### config.mk
export PLATFORM = sky130hd
export DESIGN_NAME = utf8_to_utf16_utf32_transcoder
export DESIGN_NICKNAME = d
export VERILOG_FILES = /design/src/rtl/core/utt_pkg.sv /design/src/rtl/core/utt_decode.sv /design/src/rtl/core/utf8_to_utf16_utf32_transcoder.sv
export SDC_FILE = /design/constraint.sdc
export NUM_CORES = 1
export LEC_CHECK = 0
export BUFFER_PORTS_ARGS = -buffer_cell sky130_fd_sc_hd__buf_2
export CAP_MARGIN = 20
export CORE_UTILIZATION = 45
export CTS_BUF_LIST = sky130_fd_sc_hd__clkbuf_16
export CTS_CLUSTER_SIZE = 14
export DETAILED_ROUTE_END_ITERATION = 10
export HOLD_SLACK_MARGIN = 0.15
export PLACE_DENSITY = 0.71
export SLEW_MARGIN = 20
export SYNTH_ARGS = -nofsm -noshare
export SYNTH_HDL_FRONTEND = slang
export SYNTH_SLANG_ARGS = --single-unit
### constraint.sdc
create_clock -name clk -period 5.1 [get_ports clk]
set_input_delay 1.02 -clock clk [delete_from_list [all_inputs] [get_ports clk]]
set_output_delay 1.02 -clock clk [all_outputs]
set_load 0.01 [all_outputs]
### src/rtl/core/utt_pkg.sv
package utt_pkg;

	// field widths fixed by the interface
	localparam int unsigned CP_W        = 21;
	localparam int unsigned UNIT_CNT_W  = 16;
	localparam int unsigned COUNT_W_DEF = 16;

	// result queue
	localparam int unsigned RES_DEPTH = 4;
	localparam int unsigned RES_PTR_W = $clog2(RES_DEPTH);

	// surrogate pair offsets
	localparam logic [CP_W-1:0] SURR_HI_OFS = 21'h00D7C0;
	localparam logic [CP_W-1:0] SURR_LO_OFS = 21'h00DC00;

	// output mode codes
	localparam logic MODE_UTF16 = 1'b0;
	localparam logic MODE_UTF32 = 1'b1;

	// one result beat
	typedef struct packed {
		logic [CP_W-1:0]       code_unit;
		logic                  is_error;
		logic                  run_last;
		logic                  string_end;
		logic [UNIT_CNT_W-1:0] unit_count;
	} res_t;

	// sequence state carried between bytes
	typedef struct packed {
		logic [1:0]      remaining;
		logic [CP_W-1:0] partial;
		logic            discarding;
	} seq_t;

endpackage

### src/rtl/core/utt_decode.sv
module utt_decode
	import utt_pkg::*;
#(
	parameter int unsigned COUNT_WIDTH = COUNT_W_DEF
) (
	input  logic                   mode,
	input  logic [7:0]             data_byte,
	input  logic                   end_of_string,
	input  seq_t                   seq_cur,
	input  logic [COUNT_WIDTH-1:0] units_cur,
	output seq_t                   seq_nxt,
	output logic [COUNT_WIDTH-1:0] units_nxt,
	output logic [1:0]             n_res,
	output res_t                   res0,
	output res_t                   res1
);

	logic [2:0]             ones;
	logic                   emit;
	logic                   err;
	logic [CP_W-1:0]        cp;
	logic                   pair;
	logic [1:0]             n_units;
	logic [COUNT_WIDTH:0]   units_add;
	logic [COUNT_WIDTH-1:0] units_sat;
	logic [COUNT_WIDTH+UNIT_CNT_W-1:0] units_ext;
	logic [UNIT_CNT_W-1:0]  units_rep;
	res_t                   last_res;

	// count leading ones of the byte, five or more folded together
	always_comb begin
		priority casez (data_byte)
			8'b0???????: ones = 3'd0;
			8'b10??????: ones = 3'd1;
			8'b110?????: ones = 3'd2;
			8'b1110????: ones = 3'd3;
			8'b11110???: ones = 3'd4;
			default:     ones = 3'd5;
		endcase
	end

	// sequence tracking: lead byte, continuation byte, discard
	always_comb begin
		seq_nxt = seq_cur;
		emit    = 1'b0;
		err     = 1'b0;
		cp      = '0;
		if (seq_cur.discarding) begin
			if (end_of_string) begin
				seq_nxt.discarding = 1'b0;
			end
		end else if (seq_cur.remaining == 2'd0) begin
			unique case (ones)
				3'd0: begin
					emit = 1'b1;
					cp   = {{(CP_W-8){1'b0}}, data_byte};
				end
				3'd2: begin
					seq_nxt.partial   = {{(CP_W-5){1'b0}}, data_byte[4:0]};
					seq_nxt.remaining = 2'd1;
					err               = end_of_string;
				end
				3'd3: begin
					seq_nxt.partial   = {{(CP_W-4){1'b0}}, data_byte[3:0]};
					seq_nxt.remaining = 2'd2;
					err               = end_of_string;
				end
				3'd4: begin
					seq_nxt.partial   = {{(CP_W-3){1'b0}}, data_byte[2:0]};
					seq_nxt.remaining = 2'd3;
					err               = end_of_string;
				end
				default: err = 1'b1;
			endcase
		end else if (data_byte[7:6] != 2'b10) begin
			err = 1'b1;
		end else begin
			seq_nxt.partial   = {seq_cur.partial[CP_W-7:0], data_byte[5:0]};
			seq_nxt.remaining = seq_cur.remaining - 2'd1;
			if (seq_nxt.remaining == 2'd0) begin
				emit = 1'b1;
				cp   = seq_nxt.partial;
			end else begin
				err = end_of_string;
			end
		end

		// an error or a finished string clears the sequence
		if (err || (emit && end_of_string)) begin
			seq_nxt.remaining = 2'd0;
			seq_nxt.partial   = '0;
		end
		if (err) begin
			seq_nxt.discarding = !end_of_string;
		end
	end

	// surrogate pair only in UTF-16 mode above the basic plane
	assign pair    = (mode == MODE_UTF16) && (cp[CP_W-1:16] != '0);
	assign n_units = emit ? (pair ? 2'd2 : 2'd1) : 2'd0;

	// saturating unit count including this byte's units
	assign units_add = {1'b0, units_cur} + {{(COUNT_WIDTH-1){1'b0}}, n_units};
	assign units_sat = units_add[COUNT_WIDTH] ? {COUNT_WIDTH{1'b1}}
	                                          : units_add[COUNT_WIDTH-1:0];
	assign units_ext = {{UNIT_CNT_W{1'b0}}, units_sat};
	assign units_rep = (units_ext[COUNT_WIDTH+UNIT_CNT_W-1:UNIT_CNT_W] != '0)
	                 ? {UNIT_CNT_W{1'b1}} : units_ext[UNIT_CNT_W-1:0];

	always_comb begin
		if (err || (seq_cur.discarding && end_of_string)
		    || (emit && end_of_string)) begin
			units_nxt = '0;
		end else if (emit) begin
			units_nxt = units_sat;
		end else begin
			units_nxt = units_cur;
		end
	end

	// build the result beats
	always_comb begin
		last_res            = '0;
		last_res.run_last   = 1'b1;
		last_res.string_end = end_of_string;
		res0                = '0;
		res1                = '0;
		n_res               = 2'd0;
		if (err) begin
			last_res.is_error = 1'b1;
			res0              = last_res;
			n_res             = 2'd1;
		end else if (emit) begin
			if (end_of_string) begin
				last_res.unit_count = units_rep;
			end
			if (pair) begin
				res0.code_unit     = {10'b0, cp[CP_W-1:10]} + SURR_HI_OFS;
				last_res.code_unit = {{(CP_W-10){1'b0}}, cp[9:0]} + SURR_LO_OFS;
				res1               = last_res;
				n_res              = 2'd2;
			end else begin
				last_res.code_unit = cp;
				res0               = last_res;
				n_res              = 2'd1;
			end
		end
	end

endmodule

### src/rtl/core/utf8_to_utf16_utf32_transcoder.sv
// UTF-8 to UTF-16/UTF-32 transcoder. One UTF-8 byte per input beat, with
// end_of_string on the last byte of a string; result beats carry UTF-16 units
// (cfg output_mode 0) or UTF-32 code points (mode 1), one error beat per
// malformed string, and the saturated unit count on a good string's final beat.
// A byte is registered and decoded once the result queue has room for two
// beats; its zero, one or two results go into a four-entry queue, so a byte
// can be taken every cycle while that room lasts. Results leave at one per
// cycle while out_ready is high; sustained rate is one byte per cycle bounded
// by the output port; results are valid only once they sit in the queue.
// Write output_mode only while the block is idle.
module utf8_to_utf16_utf32_transcoder
	import utt_pkg::*;
#(
	parameter int unsigned COUNT_WIDTH = COUNT_W_DEF
) (
	input  logic                  clk,
	input  logic                  arst_n,
	input  logic                  cfg_wr_en,
	input  logic                  cfg_wr_data,
	input  logic                  in_valid,
	output logic                  in_ready,
	input  logic [7:0]            data_byte,
	input  logic                  end_of_string,
	output logic                  out_valid,
	input  logic                  out_ready,
	output logic [CP_W-1:0]       code_unit,
	output logic                  is_error,
	output logic                  run_last,
	output logic                  string_end,
	output logic [UNIT_CNT_W-1:0] unit_count
);

	logic                   mode_q;
	logic                   valid_s1;
	logic [7:0]             data_byte_s1;
	logic                   end_of_string_s1;
	seq_t                   seq_q;
	seq_t                   seq_nxt;
	logic [COUNT_WIDTH-1:0] units_q;
	logic [COUNT_WIDTH-1:0] units_nxt;
	logic [1:0]             n_res;
	res_t                   res0;
	res_t                   res1;
	logic                   fire_s1;
	logic [1:0]             push_n;
	logic                   pop;
	res_t                   queue_q [RES_DEPTH];
	logic [RES_PTR_W-1:0]   wr_ptr_q;
	logic [RES_PTR_W-1:0]   rd_ptr_q;
	logic [RES_PTR_W:0]     fill_q;
	res_t                   head;

	// mode register
	always_ff @(posedge clk or negedge arst_n) begin
		if (!arst_n) begin
			mode_q <= MODE_UTF16;
		end else if (cfg_wr_en) begin
			mode_q <= cfg_wr_data;
		end
	end

	// decode a registered byte when the queue has room for two beats
	assign fire_s1  = valid_s1 && (fill_q <= (RES_PTR_W+1)'(RES_DEPTH - 2));
	assign in_ready = !valid_s1 || fire_s1;

	// input stage
	always_ff @(posedge clk or negedge arst_n) begin
		if (!arst_n) begin
			valid_s1 <= 1'b0;
		end else if (in_ready) begin
			valid_s1 <= in_valid;
		end
	end

	always_ff @(posedge clk) begin
		if (in_ready && in_valid) begin
			data_byte_s1     <= data_byte;
			end_of_string_s1 <= end_of_string;
		end
	end

	utt_decode #(
		.COUNT_WIDTH(COUNT_WIDTH)
	) u_decode (
		.mode         (mode_q),
		.data_byte    (data_byte_s1),
		.end_of_string(end_of_string_s1),
		.seq_cur      (seq_q),
		.units_cur    (units_q),
		.seq_nxt      (seq_nxt),
		.units_nxt    (units_nxt),
		.n_res        (n_res),
		.res0         (res0),
		.res1         (res1)
	);

	// sequence state and unit count
	always_ff @(posedge clk or negedge arst_n) begin
		if (!arst_n) begin
			seq_q   <= '0;
			units_q <= '0;
		end else if (fire_s1) begin
			seq_q   <= seq_nxt;
			units_q <= units_nxt;
		end
	end

	// result queue
	assign push_n = fire_s1 ? n_res : 2'd0;
	assign pop    = out_valid && out_ready;

	always_ff @(posedge clk) begin
		if (push_n != 2'd0) begin
			queue_q[wr_ptr_q] <= res0;
		end
		if (push_n == 2'd2) begin
			queue_q[wr_ptr_q + RES_PTR_W'(1)] <= res1;
		end
	end

	always_ff @(posedge clk or negedge arst_n) begin
		if (!arst_n) begin
			wr_ptr_q <= '0;
			rd_ptr_q <= '0;
			fill_q   <= '0;
		end else begin
			wr_ptr_q <= wr_ptr_q + RES_PTR_W'(push_n);
			if (pop) begin
				rd_ptr_q <= rd_ptr_q + RES_PTR_W'(1);
			end
			fill_q <= fill_q + (RES_PTR_W+1)'(push_n) - (RES_PTR_W+1)'(pop);
		end
	end

	// head beat to the output
	assign head       = queue_q[rd_ptr_q];
	assign out_valid  = (fill_q != '0);
	assign code_unit  = head.code_unit;
	assign is_error   = head.is_error;
	assign run_last   = head.run_last;
	assign string_end = head.string_end;
	assign unit_count = head.unit_count;

	// queue never overfills
	assert property (@(posedge clk) disable iff (!arst_n)
		fill_q <= (RES_PTR_W+1)'(RES_DEPTH))
	else $error("result queue overfilled");

	// error beats carry no unit and no count
	assert property (@(posedge clk) disable iff (!arst_n)
		out_valid && is_error |-> run_last && code_unit == '0 && unit_count == '0)
	else $error("malformed error beat");

	// an error before the end of a string starts discarding
	assert property (@(posedge clk) disable iff (!arst_n)
		fire_s1 && n_res == 2'd1 && res0.is_error && !end_of_string_s1
		|=> seq_q.discarding)
	else $error("discard not entered after error");

	// while discarding nothing is queued
	assert property (@(posedge clk) disable iff (!arst_n)
		fire_s1 && seq_q.discarding |-> push_n == 2'd0)
	else $error("result queued while discarding");

endmodule
==> impl_metrics.ini <==
[status]
outcome = completed

[floorplanning]
core-area_mm2 = 0.02257
floorplan.rows = 55
top_level_ports = 57
floorplan.initialDensity = 0.4567
die_h_um = 153.3
floorplan.die_area_mm2 = 0.02351
dieWidth_um = 153.3

[clock_tree]
cts_tree = built
postCtsResizedCells = 0
htree_levels = 1
post_cts_buffers = 0
root_driver = clkbuf_16
clock_path_buffers = 3
cts_hold_buf = 0
clk_transition_reported_paths_ns = 0.06
clock_insertion_delay_worst_skew_ns = 0.51
tritoncts.num_buffers = 22
clock_sink_count = 212

[critical_path]
cp_slowest_cell = nor2_2
criticalPathCategory = reg -> reg
path_max_fanout = 16
critPathBufInv = 2
cp_cell_sequence = and3b_1 > and2_1 > nand2_1 > ha_1 > inv_1 > o21ai_0 > o21ai_2 > inv_2 > ha_1 > fa_1 > nand4_1 > nor2_2 > nand2_1 > nor2_2 > nor2_1 > nor4b_1
worst_ep_arrival_time_ns = 4.88
critical_path_rt_ns = 5.39
timing.critical_path.to_type = flip-flop
startpoint_type_of_the_worst_setup_path = flip-flop
worst_path_dominant_cell_family = simple AND/OR/NAND/NOR gates
r2r_slack_ns = 0.51
timing.critical_path.slowest_cell_delay_ns = 0.54

[sta]
report.final.slew_viol_count = 0
worst_slew_margin_rel = 0.2256
clock.fmax_mhz = 217.8
finalSetupTns_ns = 0
rsz0062_at_grt = no
hold_violations = 0
finClkSkew_ns = 0.009572
worst_slew_pin_slew_ns = 1.160
setup_viol = 0
final.min_clock_period_ns = 4.592
timing.final.crit_share = 0.9004

[power_and_ir_drop]
total_power_mw = 5.507
vdd_drop_max_mv = 0.2018
p_leak_nw = 4.160
power_density_mw_per_mm2 = 476.6

[synthesis]
synth.net_count = 905
top_reg_cell_synth = edfxtp_1
synth.distinct_cells = 75
syn_area_mm2 = 0.01031
async_reset_ff_frac = 0.2028
ys_seq_area_frac = 0.5696
yosys_warnings = 0
postSynthRegisterBits = 212
syn-mean-instance-area_um2 = 11.70
synth_enable_flop_cells = 141
syn_inst = 881

[layout]
syn_to_final_growth_pct = 12.09
drive_gt1_frac = 0.1958
layout_commonest_cell = edfxtp_1
antennaDiodeCount = 0
final.fill_count = 1959
final_nets = 958
layout.cells.most_common_list = edfxtp_1 (141), nand2_1 (113), nor2_1 (93), o21ai_0 (58), buf_2 (56)

[drt]
detail_route.wirelength_mm = 27.25
post-route-drc-count = 0
route.antenna.remaining_nets = 0
detail_route.wl_per_cell_um = 22.06
drt_iter0_markers = 809
via_count = 7554
firstDrtPassIters = 5
route.detailed.vias_per_inst = 6.117

[placement]
dp_hpwl_mm = 18.17
gpl.final_weighted_congestion = 0.9389
numPortBuffers = 56

[global_route]
grt_overflow = 0
groute.usage.overall = 0.2355
initial_antenna_violation_count = 0
grt_pass1_wl_mm = 42.95
grt_start_max_net_pins = 44
via_count_of_the_first_global_routing_pass = 7487

[job]
cap_violations = 0

[min_path]
holdCritPathClass = reg -> reg
## state kept, by name, summed over array words and instances, names as in the netlist
signal / cells
data_byte_s1: 8
end_of_string_s1: 1
fill_q: 3
mode_q: 1
queue_q: 160
rd_ptr_q: 2
seq_q: 18
units_q: 16
valid_s1: 1
wr_ptr_q: 2
## layer usage
layer | global-route usage | routed length [um] | part of all wire | vias up
met5 | 0 | 0 | 0 | -
met4 | 0.06476 | 605 | 0.022 | 0
met3 | 0.03487 | 2296 | 0.084 | 49
met2 | 0.3862 | 12860 | 0.47 | 385
met1 | 0.3275 | 11490 | 0.42 | 3732
li1 | - | - | - | 3388
## cells in the mapped netlist (8+ instances only)
| library cell | count | area [um2] |
|---|---|---|
| a21oi_1 | 48 | 240.2 |
| a22o_1 | 10 | 87.58 |
| a2bb2oi_1 | 15 | 131.4 |
| and3_1 | 8 | 50.05 |
| buf_2 | 20 | 100.1 |
| clkbuf_1 | 17 | 63.81 |
| dfrtp_1 | 43 | 1076 |
| dfxtp_1 | 28 | 560.5 |
| edfxtp_1 | 141 | 4234 |
| inv_1 | 19 | 71.32 |
| mux4_2 | 40 | 900.9 |
| nand2_1 | 113 | 424.2 |
| nand3_1 | 18 | 90.09 |
| nor2_1 | 94 | 352.8 |
| nor3_1 | 34 | 170.2 |
| o21ai_0 | 59 | 295.3 |
| o21ai_1 | 8 | 40.04 |
| o22ai_1 | 10 | 62.56 |
| xnor2_1 | 10 | 87.58 |
## final timing paths
path | from | endpoint | cells after the start
max | data_byte_s1[6] | queue_q[0][0] | 16
min | queue_q[1][38] | queue_q[1][38] | 2
max reg2reg | data_byte_s1[6] | queue_q[0][0] | 16
min reg2reg | queue_q[1][38] | queue_q[1][38] | 2
max in group asynchronous | arst_n | rd_ptr_q[1] | 2
min in group asynchronous | arst_n | units_q[1] | 2
## cell families (layout without fill, tap and decap cells)
group	count (synthesis)	after routing	synth area share
compound gates	204	204	0.1284
simple gates	321	321	0.1500
mux	47	47	0.09420
fa+ha+maj	9	9	0.01238
xor+xnor	17	17	0.01444
buf+inv	71	140	0.03095
flops	212	212	0.5696
## where the power goes
part | switching, mW | total, mW | internal, mW
logic | 1.02 | 1.70 | 0.685
registers | 0.263 | 2.32 | 2.06
clock network | 0.665 | 1.48 | 0.816
total | 1.95 | 5.51 | 3.56
## layout make-up
type	count	area, um2	share of cell area
inverter	21	78.83	0.006823
timing repair buffer	79	465.4	0.04029
sequential	212	5873	0.5083
clock inverter	17	78.83	0.006823
multi-input combinational	598	4125	0.3570
tap	285	356.6	0.03086
clock buffer	23	575.6	0.04982
## tightest hold or removal path, stage by stage (launching register included)
cell and delay, ns:
dfxtp_1 0.30, nand2_1 0.05, o21ai_0 0.06
## metrics by stage
stage	util	instances	instance area, um2	setup slack (ns)	hold slack (ns)
global route	0.5119	1235	11550	0.09244	0.4785
floorplan	-	881	10310	1.037	0.4211
CTS	0.5118	1235	11550	0.2667	0.4598
global placement	0.4825	1195	10890	0.4968	0.4405
finish	0.5119	1235	11550	0.5078	0.4555
detailed placement	0.4828	1195	10900	0.3023	0.4463
No activity file was read; power rests on OpenSTA's default activity.
